===== src/design/tbt_pkg.sv =====
// Shared constants, types and codes of the terminal byte tokenizer.
`timescale 1ns / 1ps

package tbt_pkg;

	// Largest token the buffer holds, in bytes (range 4 to 64).
	localparam int TOKEN_MAX = 16;
	localparam int CNT_W     = $clog2(TOKEN_MAX + 1);
	localparam int IDX_W     = $clog2(TOKEN_MAX);

	// Limit register.
	localparam int CFG_W       = 5;
	localparam int LIMIT_MIN   = 4;
	localparam int LIMIT_RESET = 16;

	// Depth of the command queue between front and back; a power of two.
	localparam int QUEUE_DEPTH = 2;

	// Token kinds.
	localparam logic [1:0] KIND_TEXT = 2'd0;
	localparam logic [1:0] KIND_CTRL = 2'd1;
	localparam logic [1:0] KIND_ESC  = 2'd2;
	localparam logic [1:0] KIND_BAD  = 2'd3;

	// Input word modes.
	localparam logic MODE_DATA  = 1'b0;
	localparam logic MODE_FLUSH = 1'b1;

	// A classified input word.
	typedef struct packed {
		logic       mode;
		logic [7:0] data;
		logic       is_ctrl;
		logic       is_esc;
		logic [2:0] lead_len;
		logic       is_cont;
		logic       is_o;
		logic       is_lbr;
		logic       is_param;
		logic       is_qmark;
		logic       is_final;
	} cmd_t;

	// Head of the command queue as the back end sees it.
	typedef struct packed {
		logic valid;
		cmd_t cmd;
	} q_head_t;

endpackage


===== src/design/tbt_if.sv =====
// Handshake channels of the terminal byte tokenizer: input bytes and output tokens.
`timescale 1ns / 1ps

interface tbt_byte_if;
	logic       valid;
	logic       ready;
	logic       mode;
	logic [7:0] data_byte;

	modport source (output valid, output mode, output data_byte, input ready);
	modport sink (input valid, input mode, input data_byte, output ready);
endinterface

interface tbt_token_if;
	logic       valid;
	logic       ready;
	logic [7:0] token_byte;
	logic [1:0] token_kind;
	logic       token_end;
	logic       overflow;

	modport source (output valid, output token_byte, output token_kind, output token_end,
		output overflow, input ready);
	modport sink (input valid, input token_byte, input token_kind, input token_end,
		input overflow, output ready);
endinterface


===== src/design/tbt_front.sv =====
// Front end: accepts input words, classifies each byte and queues the result.
`timescale 1ns / 1ps

module tbt_front (
	input  logic            clk,
	input  logic            arst_n,
	tbt_byte_if.sink        bytes,
	output tbt_pkg::q_head_t head,
	input  logic            pop
);
	import tbt_pkg::*;

	localparam int QPTR_W = (QUEUE_DEPTH > 1) ? $clog2(QUEUE_DEPTH) : 1;
	localparam int QCNT_W = $clog2(QUEUE_DEPTH + 1);

	localparam logic [7:0] ASCII_SPACE = 8'h20;
	localparam logic [7:0] ASCII_DEL   = 8'h7F;
	localparam logic [7:0] ASCII_ESC   = 8'h1B;

	function automatic cmd_t classify(input logic m, input logic [7:0] b);
		cmd_t c;
		c.mode     = m;
		c.data     = b;
		c.is_ctrl  = (b < ASCII_SPACE) || (b == ASCII_DEL);
		c.is_esc   = (b == ASCII_ESC);
		if (b < 8'h80) c.lead_len = 3'd1;
		else if (b < 8'hC0) c.lead_len = 3'd0;
		else if (b < 8'hE0) c.lead_len = 3'd2;
		else if (b < 8'hF0) c.lead_len = 3'd3;
		else if (b < 8'hF8) c.lead_len = 3'd4;
		else c.lead_len = 3'd0;
		c.is_cont  = (b[7:6] == 2'b10);
		c.is_o     = (b == "O");
		c.is_lbr   = (b == "[");
		c.is_param = ((b >= "0") && (b <= "9")) || (b == ";");
		c.is_qmark = (b == "?");
		c.is_final = ((b >= "A") && (b <= "Z")) || ((b >= "a") && (b <= "z")) ||
			(b == "~") || (b == "$") || (b == "^") || (b == "@");
		return c;
	endfunction

	cmd_t              q_mem [QUEUE_DEPTH];
	logic [QPTR_W-1:0] wr_ptr_q;
	logic [QPTR_W-1:0] rd_ptr_q;
	logic [QCNT_W-1:0] count_q;
	logic              push;

	assign bytes.ready = (count_q != QCNT_W'(QUEUE_DEPTH));
	assign push        = bytes.valid && bytes.ready;

	assign head.valid = (count_q != '0);
	assign head.cmd   = q_mem[rd_ptr_q];

	always_ff @(posedge clk or negedge arst_n) begin
		if (!arst_n) begin
			wr_ptr_q <= '0;
			rd_ptr_q <= '0;
			count_q  <= '0;
		end else begin
			if (push) wr_ptr_q <= wr_ptr_q + QPTR_W'(1);
			if (pop) rd_ptr_q <= rd_ptr_q + QPTR_W'(1);
			if (push && !pop) count_q <= count_q + QCNT_W'(1);
			else if (pop && !push) count_q <= count_q - QCNT_W'(1);
		end
	end

	always_ff @(posedge clk) begin
		if (push) q_mem[wr_ptr_q] <= classify(bytes.mode, bytes.data_byte);
	end

endmodule


===== src/design/tbt_back.sv =====
// Back end: holds the token buffer and parse state and sends tokens one byte a cycle unless the token sink stalls.
`timescale 1ns / 1ps

module tbt_back (
	input  logic                       clk,
	input  logic                       arst_n,
	input  tbt_pkg::q_head_t           head,
	output logic                       pop,
	input  logic                       cfg_we,
	input  logic [tbt_pkg::CFG_W-1:0]  cfg_data,
	tbt_token_if.source                tokens
);
	import tbt_pkg::*;

	localparam int CMP_W = (CNT_W > CFG_W) ? CNT_W : CFG_W;

	// Sequencer states.
	localparam logic [1:0] S_IDLE  = 2'd0;
	localparam logic [1:0] S_FRESH = 2'd1;
	localparam logic [1:0] S_RUN   = 2'd2;
	localparam logic [1:0] S_MOVE  = 2'd3;

	// Parse phases.
	localparam logic [2:0] PH_IDLE      = 3'd0;
	localparam logic [2:0] PH_ESC       = 3'd1;
	localparam logic [2:0] PH_ESC_O     = 3'd2;
	localparam logic [2:0] PH_CSI_FIRST = 3'd3;
	localparam logic [2:0] PH_CSI_BODY  = 3'd4;

	// What follows a run.
	localparam logic [1:0] TAIL_DONE  = 2'd0;
	localparam logic [1:0] TAIL_FRESH = 2'd1;
	localparam logic [1:0] TAIL_MOVE  = 2'd2;

	logic [7:0]       pend_q [TOKEN_MAX];
	logic [CNT_W-1:0] cnt_q, cs_q;
	logic [1:0]       need_q;
	logic [2:0]       phase_q;
	logic [1:0]       st_q;
	logic [CFG_W-1:0] limit_q;
	logic             bad_pend_q;

	logic [CNT_W-1:0] rd_q, end_q, bad_lo_q, bad_hi_q, mv_src_q, mv_n_q, mv_j_q;
	logic [1:0]       kind_q, tail_q;
	logic             ovf_q, each_q;
	cmd_t             cur_q;

	logic             ov_q, oend_q, oovf_q;
	logic [7:0]       obyte_q;
	logic [1:0]       okind_q;

	logic [CNT_W-1:0] n_cnt, n_cs, n_rd, n_end, n_bad_lo, n_bad_hi, n_mv_src, n_mv_n, n_mv_j;
	logic [1:0]       n_need, n_st, n_kind, n_tail;
	logic [2:0]       n_phase;
	logic             n_bad_pend, n_ovf, n_each;
	cmd_t             n_cur;

	logic             emit_req, e_end, e_ovf;
	logic [7:0]       e_byte;
	logic [1:0]       e_kind;
	logic             wr_en;
	logic [IDX_W-1:0] wr_idx, rd_idx;
	logic [7:0]       wr_data, rd_data;

	logic             slot_free, fresh_go, csi_param;
	cmd_t             c;
	logic [CNT_W-1:0] lim, cnt_inc, cs_inc;
	logic [CNT_W:0]   cs_plus_lead;
	logic [CMP_W-1:0] cfg_ext;

	// Limit in use: the register held to LIMIT_MIN..TOKEN_MAX.
	assign cfg_ext = CMP_W'(limit_q);
	always_comb begin
		if (cfg_ext < CMP_W'(LIMIT_MIN)) lim = CNT_W'(LIMIT_MIN);
		else if (cfg_ext > CMP_W'(TOKEN_MAX)) lim = CNT_W'(TOKEN_MAX);
		else lim = CNT_W'(cfg_ext);
	end

	assign slot_free    = !ov_q || tokens.ready;
	assign c            = (st_q == S_FRESH) ? cur_q : head.cmd;
	assign cnt_inc      = cnt_q + CNT_W'(1);
	assign cs_inc       = cs_q + CNT_W'(1);
	assign cs_plus_lead = {1'b0, cs_q} + (CNT_W + 1)'(c.lead_len);
	assign csi_param    = c.is_param || ((phase_q == PH_CSI_FIRST) && c.is_qmark);
	assign rd_data      = pend_q[rd_idx];

	always_comb begin
		n_cnt      = cnt_q;
		n_cs       = cs_q;
		n_need     = need_q;
		n_phase    = phase_q;
		n_st       = st_q;
		n_bad_pend = bad_pend_q;
		n_rd       = rd_q;
		n_end      = end_q;
		n_kind     = kind_q;
		n_ovf      = ovf_q;
		n_each     = each_q;
		n_tail     = tail_q;
		n_bad_lo   = bad_lo_q;
		n_bad_hi   = bad_hi_q;
		n_cur      = cur_q;
		n_mv_src   = mv_src_q;
		n_mv_n     = mv_n_q;
		n_mv_j     = mv_j_q;
		emit_req   = 1'b0;
		e_byte     = c.data;
		e_kind     = KIND_TEXT;
		e_end      = 1'b1;
		e_ovf      = 1'b0;
		wr_en      = 1'b0;
		wr_idx     = cnt_q[IDX_W-1:0];
		wr_data    = c.data;
		rd_idx     = rd_q[IDX_W-1:0];
		pop        = 1'b0;
		fresh_go   = 1'b0;

		unique case (st_q)
			S_IDLE: begin
				if (head.valid) begin
					if (c.mode == MODE_FLUSH) begin
						pop = 1'b1;
						if (phase_q == PH_IDLE) begin
							// Send complete text, then slide the partial character down.
							n_st     = S_RUN;
							n_rd     = '0;
							n_end    = cs_q;
							n_kind   = KIND_TEXT;
							n_ovf    = 1'b0;
							n_each   = 1'b0;
							n_tail   = TAIL_MOVE;
							n_mv_src = cs_q;
							n_mv_n   = cnt_q - cs_q;
							n_mv_j   = '0;
							n_cnt    = cnt_q - cs_q;
							n_cs     = '0;
						end
					end else begin
						case (phase_q)
							PH_IDLE: begin
								if (need_q == 2'd0) begin
									fresh_go = 1'b1;
								end else if (c.is_cont) begin
									pop     = 1'b1;
									wr_en   = 1'b1;
									n_cnt   = cnt_inc;
									n_need  = need_q - 2'd1;
									if (need_q == 2'd1) begin
										n_cs = cnt_inc;
										if (cnt_inc >= lim) begin
											n_st    = S_RUN;
											n_rd    = '0;
											n_end   = cnt_inc;
											n_kind  = KIND_TEXT;
											n_ovf   = 1'b0;
											n_each  = 1'b0;
											n_tail  = TAIL_DONE;
											n_cnt   = '0;
											n_cs    = '0;
											n_need  = 2'd0;
										end
									end
								end else begin
									// Broken character: text, then each held byte as bad.
									pop        = 1'b1;
									n_cur      = c;
									n_st       = S_RUN;
									n_rd       = '0;
									n_end      = cs_q;
									n_kind     = KIND_TEXT;
									n_ovf      = 1'b0;
									n_each     = 1'b0;
									n_tail     = TAIL_FRESH;
									n_bad_pend = 1'b1;
									n_bad_lo   = cs_q;
									n_bad_hi   = cnt_q;
									n_cnt      = '0;
									n_cs       = '0;
									n_need     = 2'd0;
								end
							end
							PH_ESC: begin
								pop   = 1'b1;
								wr_en = 1'b1;
								n_cnt = cnt_inc;
								if (c.is_o) begin
									n_phase = PH_ESC_O;
								end else if (c.is_lbr) begin
									n_phase = PH_CSI_FIRST;
								end else begin
									n_st    = S_RUN;
									n_rd    = '0;
									n_end   = cnt_inc;
									n_kind  = KIND_ESC;
									n_ovf   = 1'b0;
									n_each  = 1'b0;
									n_tail  = TAIL_DONE;
									n_cnt   = '0;
									n_cs    = '0;
									n_need  = 2'd0;
									n_phase = PH_IDLE;
								end
							end
							PH_ESC_O: begin
								pop     = 1'b1;
								wr_en   = 1'b1;
								n_st    = S_RUN;
								n_rd    = '0;
								n_end   = cnt_inc;
								n_kind  = KIND_ESC;
								n_ovf   = 1'b0;
								n_each  = 1'b0;
								n_tail  = TAIL_DONE;
								n_cnt   = '0;
								n_cs    = '0;
								n_need  = 2'd0;
								n_phase = PH_IDLE;
							end
							PH_CSI_FIRST, PH_CSI_BODY: begin
								pop = 1'b1;
								if ((!csi_param && !c.is_final) || (cnt_q >= lim)) begin
									// Sequence ends without this byte, which is redone afresh.
									n_cur   = c;
									n_st    = S_RUN;
									n_rd    = '0;
									n_end   = cnt_q;
									n_kind  = KIND_ESC;
									n_ovf   = csi_param || c.is_final;
									n_each  = 1'b0;
									n_tail  = TAIL_FRESH;
									n_cnt   = '0;
									n_cs    = '0;
									n_need  = 2'd0;
									n_phase = PH_IDLE;
								end else begin
									wr_en = 1'b1;
									n_cnt = cnt_inc;
									if (c.is_final) begin
										n_st    = S_RUN;
										n_rd    = '0;
										n_end   = cnt_inc;
										n_kind  = KIND_ESC;
										n_ovf   = 1'b0;
										n_each  = 1'b0;
										n_tail  = TAIL_DONE;
										n_cnt   = '0;
										n_cs    = '0;
										n_need  = 2'd0;
										n_phase = PH_IDLE;
									end else begin
										n_phase = PH_CSI_BODY;
									end
								end
							end
							default: begin
								n_cnt   = '0;
								n_cs    = '0;
								n_need  = 2'd0;
								n_phase = PH_IDLE;
							end
						endcase
					end
				end
			end
			S_FRESH: begin
				fresh_go = 1'b1;
			end
			S_RUN: begin
				if (rd_q >= end_q) begin
					if (bad_pend_q) begin
						n_rd       = bad_lo_q;
						n_end      = bad_hi_q;
						n_kind     = KIND_BAD;
						n_ovf      = 1'b0;
						n_each     = 1'b1;
						n_bad_pend = 1'b0;
					end else begin
						unique case (tail_q)
							TAIL_FRESH: n_st = S_FRESH;
							TAIL_MOVE:  n_st = S_MOVE;
							default:    n_st = S_IDLE;
						endcase
					end
				end else if (slot_free) begin
					emit_req = 1'b1;
					e_byte   = rd_data;
					e_kind   = kind_q;
					e_ovf    = ovf_q;
					e_end    = each_q || ((rd_q + CNT_W'(1)) == end_q);
					n_rd     = rd_q + CNT_W'(1);
				end
			end
			S_MOVE: begin
				if (mv_j_q == mv_n_q) begin
					n_st = S_IDLE;
				end else begin
					rd_idx  = IDX_W'(mv_src_q + mv_j_q);
					wr_en   = 1'b1;
					wr_idx  = mv_j_q[IDX_W-1:0];
					wr_data = rd_data;
					n_mv_j  = mv_j_q + CNT_W'(1);
				end
			end
			default: n_st = S_IDLE;
		endcase

		// A byte taken with no partial character held. Held text that must go
		// first is sent as a run, after which the byte comes back here.
		if (fresh_go) begin
			if (c.is_ctrl || (c.lead_len == 3'd0) || (cs_plus_lead > {1'b0, lim})) begin
				if (cs_q != '0) begin
					pop     = (st_q == S_IDLE);
					n_cur   = c;
					n_st    = S_RUN;
					n_rd    = '0;
					n_end   = cs_q;
					n_kind  = KIND_TEXT;
					n_ovf   = 1'b0;
					n_each  = 1'b0;
					n_tail  = TAIL_FRESH;
					n_cnt   = '0;
					n_cs    = '0;
					n_need  = 2'd0;
					n_phase = PH_IDLE;
				end else if (c.is_esc) begin
					pop     = (st_q == S_IDLE);
					wr_en   = 1'b1;
					wr_idx  = '0;
					n_cnt   = CNT_W'(1);
					n_phase = PH_ESC;
					n_st    = S_IDLE;
				end else if (slot_free) begin
					pop      = (st_q == S_IDLE);
					emit_req = 1'b1;
					e_byte   = c.data;
					e_kind   = c.is_ctrl ? KIND_CTRL : KIND_BAD;
					e_end    = 1'b1;
					e_ovf    = 1'b0;
					n_st     = S_IDLE;
				end
			end else begin
				pop    = (st_q == S_IDLE);
				wr_en  = 1'b1;
				wr_idx = cs_q[IDX_W-1:0];
				n_cnt  = cs_inc;
				n_need = 2'(c.lead_len - 3'd1);
				n_st   = S_IDLE;
				if (c.lead_len == 3'd1) begin
					n_cs = cs_inc;
					if (cs_inc >= lim) begin
						n_st   = S_RUN;
						n_rd   = '0;
						n_end  = cs_inc;
						n_kind = KIND_TEXT;
						n_ovf  = 1'b0;
						n_each = 1'b0;
						n_tail = TAIL_DONE;
						n_cnt  = '0;
						n_cs   = '0;
						n_need = 2'd0;
					end
				end
			end
		end
	end

	always_ff @(posedge clk or negedge arst_n) begin
		if (!arst_n) begin
			cnt_q      <= '0;
			cs_q       <= '0;
			need_q     <= 2'd0;
			phase_q    <= PH_IDLE;
			st_q       <= S_IDLE;
			bad_pend_q <= 1'b0;
			limit_q    <= CFG_W'(LIMIT_RESET);
			ov_q       <= 1'b0;
		end else begin
			cnt_q      <= n_cnt;
			cs_q       <= n_cs;
			need_q     <= n_need;
			phase_q    <= n_phase;
			st_q       <= n_st;
			bad_pend_q <= n_bad_pend;
			if (cfg_we) limit_q <= cfg_data;
			if (slot_free) ov_q <= emit_req;
		end
	end

	always_ff @(posedge clk) begin
		rd_q     <= n_rd;
		end_q    <= n_end;
		kind_q   <= n_kind;
		ovf_q    <= n_ovf;
		each_q   <= n_each;
		tail_q   <= n_tail;
		bad_lo_q <= n_bad_lo;
		bad_hi_q <= n_bad_hi;
		cur_q    <= n_cur;
		mv_src_q <= n_mv_src;
		mv_n_q   <= n_mv_n;
		mv_j_q   <= n_mv_j;
		if (wr_en) pend_q[wr_idx] <= wr_data;
		if (slot_free && emit_req) begin
			obyte_q <= e_byte;
			okind_q <= e_kind;
			oend_q  <= e_end;
			oovf_q  <= e_ovf;
		end
	end

	assign tokens.valid      = ov_q;
	assign tokens.token_byte = obyte_q;
	assign tokens.token_kind = okind_q;
	assign tokens.token_end  = oend_q;
	assign tokens.overflow   = oovf_q;

endmodule


===== src/design/terminal_byte_tokenizer.sv =====
// Top level of the terminal byte tokenizer: front end, command queue and back end.
// A word is written into the command queue and reaches the back end from its head; a token
//   byte is held in the back end's output register once the back end sends it.
// The back end decides on one input word at a time; a run sends each token byte and then
//   closes, a byte handled again after a run is decided anew, and a flush in text moves
//   each partial byte down; a stalled token sink holds the back end.
// Reset: asynchronous, active low; buffer empty, parse idle, limit back to 16.
`timescale 1ns / 1ps

module terminal_byte_tokenizer (
	input  logic                      clk,
	input  logic                      arst_n,
	tbt_byte_if.sink                  bytes,
	tbt_token_if.source               tokens,
	input  logic                      cfg_we,
	input  logic [tbt_pkg::CFG_W-1:0] cfg_data
);
	import tbt_pkg::*;

	// The front end classifies every accepted word (control, escape, UTF-8 lead
	// length, continuation, CSI parameter and final bytes) and places it in a short
	// queue, so input keeps flowing while the back end sends a token, until the queue fills.
	q_head_t head;
	logic    pop;

	tbt_front u_front (
		.clk    (clk),
		.arst_n (arst_n),
		.bytes  (bytes),
		.head   (head),
		.pop    (pop)
	);

	// The back end owns the token buffer and the parse state. It takes one word
	// from the queue per decision, and sends buffered tokens one byte per cycle, unless
	// the token sink stalls, through its output register, which decouples it from the sink.
	tbt_back u_back (
		.clk      (clk),
		.arst_n   (arst_n),
		.head     (head),
		.pop      (pop),
		.cfg_we   (cfg_we),
		.cfg_data (cfg_data),
		.tokens   (tokens)
	);

`ifndef SYNTHESIS
	// Only a cut escape sequence carries the overflow mark.
	a_ovf_escape: assert property (@(posedge clk) disable iff (!arst_n)
		tokens.valid && tokens.overflow |-> tokens.token_kind == KIND_ESC)
		else $error("overflow set on a token that is not an escape");

	// Control and bad bytes are always tokens of a single byte.
	a_single_byte: assert property (@(posedge clk) disable iff (!arst_n)
		tokens.valid && (tokens.token_kind == KIND_CTRL || tokens.token_kind == KIND_BAD)
		|-> tokens.token_end)
		else $error("control or bad token longer than one byte");

	// Text never carries a control byte.
	a_text_printable: assert property (@(posedge clk) disable iff (!arst_n)
		tokens.valid && tokens.token_kind == KIND_TEXT
		|-> tokens.token_byte >= 8'h20 && tokens.token_byte != 8'h7F)
		else $error("control byte inside a text token");
`endif

endmodule

===== src/flat_wrapper.sv =====
// flat-port wrapper written by rule: the top's interface ports become plain ports
module terminal_byte_tokenizer_flat import tbt_pkg::*;
  (clk, arst_n, cfg_we, cfg_data, bytes_valid, bytes_mode, bytes_data_byte, bytes_ready, tokens_valid, tokens_token_byte, tokens_token_kind, tokens_token_end, tokens_overflow, tokens_ready);
  tbt_byte_if bytes_i ();
  tbt_token_if tokens_i ();
  input  logic clk;
  input  logic arst_n;
  input  logic cfg_we;
  input  logic [tbt_pkg::CFG_W-1:0] cfg_data;
  input wire logic [$bits(bytes_i.valid)-1:0] bytes_valid;
  input wire logic [$bits(bytes_i.mode)-1:0] bytes_mode;
  input wire logic [$bits(bytes_i.data_byte)-1:0] bytes_data_byte;
  output wire logic [$bits(bytes_i.ready)-1:0] bytes_ready;
  output wire logic [$bits(tokens_i.valid)-1:0] tokens_valid;
  output wire logic [$bits(tokens_i.token_byte)-1:0] tokens_token_byte;
  output wire logic [$bits(tokens_i.token_kind)-1:0] tokens_token_kind;
  output wire logic [$bits(tokens_i.token_end)-1:0] tokens_token_end;
  output wire logic [$bits(tokens_i.overflow)-1:0] tokens_overflow;
  input wire logic [$bits(tokens_i.ready)-1:0] tokens_ready;
  assign bytes_i.valid = bytes_valid;
  assign bytes_i.mode = bytes_mode;
  assign bytes_i.data_byte = bytes_data_byte;
  assign bytes_ready = bytes_i.ready;
  assign tokens_valid = tokens_i.valid;
  assign tokens_token_byte = tokens_i.token_byte;
  assign tokens_token_kind = tokens_i.token_kind;
  assign tokens_token_end = tokens_i.token_end;
  assign tokens_overflow = tokens_i.overflow;
  assign tokens_i.ready = tokens_ready;
  terminal_byte_tokenizer u_core (.clk(clk), .arst_n(arst_n), .bytes(bytes_i), .tokens(tokens_i), .cfg_we(cfg_we), .cfg_data(cfg_data));
endmodule

===== config.mk =====
export PLATFORM = sky130hd
export DESIGN_NAME = terminal_byte_tokenizer_flat
export DESIGN_NICKNAME = d
export VERILOG_FILES = /design/src/design/tbt_pkg.sv /design/src/design/tbt_if.sv /design/src/design/tbt_front.sv /design/src/design/tbt_back.sv /design/src/design/terminal_byte_tokenizer.sv /design/src/flat_wrapper.sv
export SDC_FILE = /design/constraint.sdc
export NUM_CORES = 1
export LEC_CHECK = 0
export ABC_AREA = 1
export ABC_CLOCK_PERIOD_IN_PS = 5200
export BUFFER_PORTS_ARGS = -buffer_cell sky130_fd_sc_hd__buf_2
export CORE_UTILIZATION = 50
export CTS_BUF_LIST = sky130_fd_sc_hd__clkbuf_4
export DETAILED_ROUTE_END_ITERATION = 6
export GPL_ROUTABILITY_DRIVEN = 0
export PLACE_DENSITY = 0.66
export REMOVE_ABC_BUFFERS = 1
export SLEW_MARGIN = 10
export SYNTH_ARGS = -nofsm -noshare
export SYNTH_HDL_FRONTEND = slang
export SYNTH_SLANG_ARGS = --single-unit

===== constraint.sdc =====
create_clock -name clk -period 5.2 [get_ports clk]
set_input_delay 0.52 -clock clk [delete_from_list [all_inputs] [get_ports clk]]
set_output_delay 0.52 -clock clk [all_outputs]
set_load 0.05 [all_outputs]

After elaboration in Yosys (flattened, before gate mapping) --
Memory sizes are Yosys's and may differ from the RTL's. Cells that the tools add are included.
Operators by class: add/sub/neg operators 13, magnitude comparators 19, equality and inequality tests 33, multiplexer cells 322, bitwise operators 3, reductions and logical operators 44
Operators by type and width (number):
- 5-bit 2-to-1 mux | 76
- 20-bit 2-to-1 mux | 10
- 2-bit 2-to-1 mux | 85
- 1-bit 2-to-1 mux | 93
- 8-bit 2-to-1 mux | 10
- 8-bit by 7-bit equality test with 1-bit output, second input constant | 6
- 3-bit 2-to-1 mux | 15
- 8-bit less-than comparator, second input constant | 5
- 20-bit one-hot mux with 2 select lines | 1
- 5-bit one-hot mux with 4 select lines | 2
- 4-bit 2-to-1 mux | 8
- 5-bit one-hot mux with 2 select lines | 3
- 5-bit one-hot mux with 3 select lines | 2
- 8-bit by 6-bit equality test with 1-bit output, second input constant | 3
- 2-bit one-hot mux with 4 select lines | 3
- 5-bit by 1-bit adder with 5-bit output, second input constant | 4
- 5-bit greater-or-equal comparator | 4
- 8-bit by 7-bit greater-or-equal comparator with 1-bit output, second input constant | 2
- 8-bit by 7-bit <= comparator with 1-bit output, second input constant | 2
- 2-bit inequality test, second input constant | 8
- 1-bit logical OR | 14
- 1-bit one-hot mux with 2 select lines | 6
- 2-bit one-hot mux with 3 select lines | 2
- 5-bit equality test | 2
- other kinds (36) | 68
Word-level totals: flip-flop bits (word level) 100, memory bits (writable) 168, input port bits 19, output and inout port bits 14, logic and storage cells 473, memories 2
Memory list:
- u_core.u_back.pend_q | words 16, width 8, rd ports 1, clocked after Yosys merged registers in 0, write ports 1, line tbt_back.sv:35 | logic [7:0] pend_q [TOKEN_MAX];
- u_core.u_front.q_mem | words 2, width 20, rd ports 1, clocked after Yosys merged registers in 0, write ports 1, line tbt_front.sv:42 | cmd_t q_mem [QUEUE_DEPTH];

Logic depth before layout (Yosys ltp) --
depth in word-level cells 18, mapped depth 28, mapped depth without buffers 25

By module --
A second synthesis with hierarchy kept.
Unflattened totals: cells, all modules 1756, area total of the unflattened synthesis 15275.9 um2
By module, submodules not included:
- tbt_back | instances 1, cells an instance 1625, area an instance 13427.9 um2, sequential area each 6247.2 um2
- tbt_front | instances 1, cells an instance 131, area an instance 1848.0 um2, sequential area each 1301.2 um2

Worst setup path before layout --
No wires, ideal clock.
path type reg2reg, start point register u_core.u_back.st_q[1], end point memory u_core.u_back.pend_q[1][0], enable pin, library setup time 0.370 ns, arrival 4.276 ns, data required time 4.830 ns, slack 0.554 ns, stages on the path, launching flop included 23, path buffers 3, period minus slack after synthesis 4.646 ns, cells stage by stage dfrtp_1 inv_1 ha_1 inv_2 buf_2 buf_4 clkbuf_1 o211ai_1 o21ai_0 ha_1 fa_1 nand2_1 a21oi_1 xor2_1 ha_1 nand3_1 o21ai_0 nand2_2 nor2_2 a21oi_1 o21ai_1 nand3_1 nor2_1
Between the ends: cells in the longest elaborated chain, start to end 18, elaborated cells on any way between the ends 36, those cells by class 1 x add/sub; 1 x order compare; 2 x eq/ne; 22 x mux; 10 x reduce/logical
Ends and longest elaborated chain:
- start: declaration | line tbt_back.sv:39 | logic [1:0] st_q;
- start signal: assignment | line tbt_back.sv:382 | st_q <= n_st;
- 2-bit by 1-bit equality test with 1-bit output | line tbt_back.sv:80, tbt_back.sv:118
- 20-bit 2-to-1 mux | line tbt_back.sv:80 | assign c = (st_q == S_FRESH) ? cur_q : head.cmd;
- 1-bit logical AND | line tbt_back.sv:84 | assign csi_param = c.is_param || ((phase_q == PH_CSI_FIRST) && c.is_qmark);
- 1-bit logical OR | line tbt_back.sv:84
- 1-bit logical NOT | line tbt_back.sv:221 | if ((!csi_param && !c.is_final) || (cnt_q >= lim)) begin
- 1-bit logical AND | line tbt_back.sv:221
- 1-bit logical OR | line tbt_back.sv:221
- 1-bit 2-to-1 mux | line tbt_back.sv:221
- (+2 left out)
- 1-bit 2-to-1 mux | line tbt_back.sv:120 | if (head.valid) begin
- 1-bit one-hot mux with 2 select lines | line tbt_back.sv:118 | unique case (st_q)
- 1-bit 2-to-1 mux | line tbt_back.sv:325 | end else if (c.is_esc) begin
- 1-bit 2-to-1 mux | line tbt_back.sv:311 | if (cs_q != '0) begin
- 1-bit 2-to-1 mux | line tbt_back.sv:310 | if (c.is_ctrl || (c.lead_len == 3'd0) || (cs_plus_lead > {1'b0, lim})) begin
- 1-bit 2-to-1 mux | line tbt_back.sv:309 | if (fresh_go) begin
- 1-bit 2-to-1 mux | line tbt_back.sv:402 | if (wr_en) pend_q[wr_idx] <= wr_data;
- 1-bit 2-to-1 mux (implied by the code) | line tbt_back.sv:402
- end: declaration | line tbt_back.sv:35
Parallel ways exist; a longest one is shown, timed or not.

Worst setup path after layout --
start point register u_core.u_back.st_q[1], end point memory u_core.u_back.pend_q[6][3], enable pin
Same word-level chain as after synthesis.

==> impl.org <==
** Floorplanning
- The floorplan step defined a core boundary enclosing 0.02956 sq mm.
- The floorplan step set the die width to approximately 180 microns.
- Once the floorplan was initialized, standard cells occupied between 50 and 60% of the core.
- Die Y :: 175.2 microns
- Floorplan row count :: 63
- Die outline area :: 0.03068 sq mm
- 33 I/O pins were placed.

** Drt
- The first detailed-routing pass took 6 iterations.
- After detailed routing, the total wire length is 42360 microns.
- In the routed layout, each cell is associated on average with a via count of 5.499.
- For this run, design rule violations remaining after detail routing come to 0.
- Post-DRT Antenna Nets :: 0
- In this run, the number of DRC markers left after iteration 0 of detailed routing was 1255.
- Detailed routing inserted a total of around 13000 vias.
- Detailed-route wire length per cell :: 18.09 microns

** Cells and area
- Post-layout instance count excluding filler cells :: 2341
- Layout cells sized above 1 :: 12.72%
- Area growth, synth to finish :: 11.54%
- Reg area :: roughly 0.0075 sq mm
- Total area of multi-input combinational cells :: between 0.006 and 0.007 sq mm
- Design Area, Final :: between 0.015 and 0.02 sq mm
- In the final design database the tool counted 1961 nets.
- Counting the fill cells in the layout gives 2673.

** Synth
- Sequential cells were found to cover 50.34% of the synthesized design area.
- Biggest area contributors in the synthesized netlist :: sky130_fd_sc_hd__edfxtp_1 41%, sky130_fd_sc_hd__nand2_1 9.7%, sky130_fd_sc_hd__nand3_1 8.6%
- Largest area contributor in the synthesized netlist :: sky130_fd_sc_hd__edfxtp_1
- Avg Synthesized Cell Area :: 8.367 sq um
- Leading post-synthesis cells by instance count :: 388 x sky130_fd_sc_hd__nand2_1, 302 x sky130_fd_sc_hd__inv_1, 257 x sky130_fd_sc_hd__nand3_1, 204 x sky130_fd_sc_hd__edfxtp_1, 105 x sky130_fd_sc_hd__nor2_1
- The most used flip-flop cell after synthesis is sky130_fd_sc_hd__edfxtp_1.
- Among all cell types in the netlist, the one instantiated most often is sky130_fd_sc_hd__nand2_1.
- Number of distinct library cells after synthesis :: 50
- During synthesis, Yosys emitted a total of 0 warnings.
- In this run the cell area of the synthesized design comes to 0.01499 sq mm.
- In the synthesized netlist, the number of instances is 1792.
- Yosys mapped a number of flops with a built-in enable equal to 204.
- Fraction of post-synthesis cell area in the top cell type by area :: 40.85%
- The synthesized design contains 268 register bits.
- Share of flip-flops with an asynchronous set or reset after synthesis :: 10.45%

** Setup path
- Worst setup EP type :: register
- Worst setup SP type :: register
- Critical path fanouts, max :: 9
- Slowest stage cell on the critical path :: sky130_fd_sc_hd__nor2_1
- Data arrives at the worst endpoint at 5.08 ns.
- For flop-to-flop paths, the worst setup slack is 0.42 ns.
- Delay of the slowest cell on the worst path :: about 0.54 ns
- Cell class contributing the biggest share of worst-path delay :: simple AND/OR/NAND/NOR gates
- Startpoint-to-endpoint class of the critical path :: register to register
- Cell breakdown of the critical path :: inv_1 > ha_1 > inv_2 > o21ai_0 > ha_1 > fa_1 > ha_1 > a21oi_1 > o21ai_0 > nand2_1 > nand2_1 > o21ai_1 > nand2_2 > nor2_2 > a21oi_1 > o21ai_1 > nand2_1 > nor2_1
- At the worst endpoint, the required time is about 5.5 ns.
- The critical path contains buffers and inverters numbering 2 combined.

** Hold path
- Hold Path Class :: input pin to register

** Global route
- Entering global routing, the biggest net connects 53 pins.
- The initial antenna violation count is 1.
- Vias in the first global route :: 12570
- Remaining global-route overflow :: 0
- The first global-routing pass estimated 67010 microns of wire.
- Across every metal layer, demand over resource in global routing totals 28.34%.

** Placed design
- In this run, placement finished with an instance count of 2199.
- Buffers placed on the I/O ports in this run total 32.
- In this run the cell area measured after placement is 0.01571 sq mm.
- Worst slack after detailed placement :: about 0.21 ns
- The HPWL after detailed placement is 30100 microns.

** Clock tree
- The later pin in the worst-skew pair is clocked with a latency of 0.71 ns.
- The clock passes through at most 3 buffers.
- In this run the number of H-tree levels came out at 3.
- The number of clock buffers added by TritonCTS is 74.
- After clock tree synthesis, the clock-pin slew on the worst setup and hold paths is 0.06 ns.
- Buffer type at the clock tree root :: sky130_fd_sc_hd__clkbuf_4
- Clock tree from TritonCTS :: done
- The clock net in this run drives a total of between 200 and 300 sinks.

** Power and ir drop
- Summed over all cells, the static leakage comes to 7.634 nW.
- Across the VDD grid, the largest voltage drop is 407.7 uV.
- Total power for the finished layout comes to 0.01163 W.
- Power density of the placed cells :: ~700 mW/mm^2

** STA
- TNS Setup :: 0 ns
- Period utilisation layout :: 91.93%
- The number of hold violations in the final report is 0.
- Final worst clock skew :: roughly 0.06 ns
- Final min period :: 4.780 ns
- Setup violations remaining at the end of the flow were counted as 0.
- Final max-slew violation count :: 0
- Across all setup checks in the final design, the least slack found is between 0.4 and 0.5 ns.
- Measured against its own limit, the worst slew margin works out to 37.23%.
- Setup repair after global routing could not meet its margin everywhere.
- For the pin with the worst max-slew slack, the measured transition is 0.9364 ns.
- F_max :: around 210 MHz

** Outcome
- The flow ran to the end, and the final reports show no timing, DRC or antenna violations.

** Job
- The tool flagged a number of max-cap violations equal to 0.
## cells by family after synthesis
| group | Yosys count | synth area share, % |
|---|---|---|
| mux | 2 | 0.1502 |
| compound gates | 260 | 10.24 |
| fa+ha+maj | 53 | 4.573 |
| flops | 268 | 50.34 |
| buf+inv | 368 | 9.421 |
| simple gates | 814 | 23.70 |
| xor+xnor | 27 | 1.577 |
## layout make-up
cell class | count | share of cell area, %
sequential | 268 | 45.13
multi-input combinational | 1156 | 36.29
inverter | 315 | 7.070
clock buffer | 101 | 4.534
tap | 390 | 2.918
timing repair buffer | 74 | 2.903
clock inverter | 36 | 1.137
antenna | 1 | 0.01496
## flip-flops by register name, summed over array words and instances, names as in the netlist, 3 cells and up
signal                           cells
u_core.u_back.mv_n_q                 5
u_core.u_back.bad_lo_q               5
u_core.u_back.mv_j_q                 5
u_core.u_back.phase_q                3
u_core.u_front.q_mem                40
u_core.u_back.bad_hi_q               5
u_core.u_back.pend_q               128
u_core.u_back.cfg_ext                5
u_core.u_back.tokens.token_byte      8
u_core.u_back.mv_src_q               4
u_core.u_back.rd_q                   5
u_core.u_back.cur_q                 20
u_core.u_back.end_q                  5
u_core.u_back.cnt_q                  5
u_core.u_back.cs_q                   5
## tightest hold or removal path, stage by stage
cell                      delay, ns
sky130_fd_sc_hd__buf_2         0.07
sky130_fd_sc_hd__nand2_1       0.03
sky130_fd_sc_hd__o21ai_0       0.06
## power by group
| group | internal (W) | switching (W) |
|---|---|---|
| clock network | 0.000969 | 0.000926 |
| registers | 0.00315 | 0.000348 |
| logic | 0.00177 | 0.00446 |
| total | 0.00589 | 0.00574 |
## metrics by stage
| stage | util (%) | hold slack [ns] |
|---|---|---|
| after global placement | 53.13 | 0.4526 |
| after detailed placement | 53.13 | 0.4678 |
| after floorplan | - | 0.2244 |
| after global routing | 56.58 | 0.02243 |
| final | 56.58 | 0.06288 |
| after CTS | 56.48 | 0.005330 |
## final timing paths
kind,from,cells past startpoint,end
worst min-delay path,cfg_data[3],3,u_core.u_back.cfg_ext[3]
max in group asynchronous,arst_n,2,u_core.u_back.cfg_ext[3]
min in group asynchronous,arst_n,2,u_core.u_front.rd_ptr_q
worst min register to register,u_core.u_back.cur_q[1],2,u_core.u_back.cur_q[1]
worst max-delay path,u_core.u_back.st_q[1],18,u_core.u_back.pend_q[6][3]
worst max register to register,u_core.u_back.st_q[1],18,u_core.u_back.pend_q[6][3]
## what timing repair did
item | in CTS | in global routing
setup endpoints to repair | 0 | 106
hold buffers | 4 | 0
buffers inserted | 0 | 0
resized for setup | 0 | 11
hold endpoints to repair | 31 | 0
## cell usage in the layout (no fill, tap or decap), drive strengths merged, types with 6 or more instances in the layout
cell type,n
nand2,395
inv,315
nand3,258
edfxtp,204
o21ai,128
nor2,114
clkbuf,101
buf,70
a21oi,69
ha,50
dfxtp,36
clkinv,33
dfrtp,27
xor2,20
nand4,18
o211ai,17
nor3,12
or2,12
a22oi,11
a221oi,8
xnor2,7
o2111ai,7
a31oi,6
## per-layer routing
layer  track usage (%)  wire length (microns)  vias to the layer above
li1                  -                      -                     6235
met1             35.88                  17130                     5871
met2             45.19                  19300                      618
met3             5.983                   3820                      149
met4             15.91                   2105                        0
met5                 0                      0                        -
Note: power is estimated with default switching activity, not from simulation.
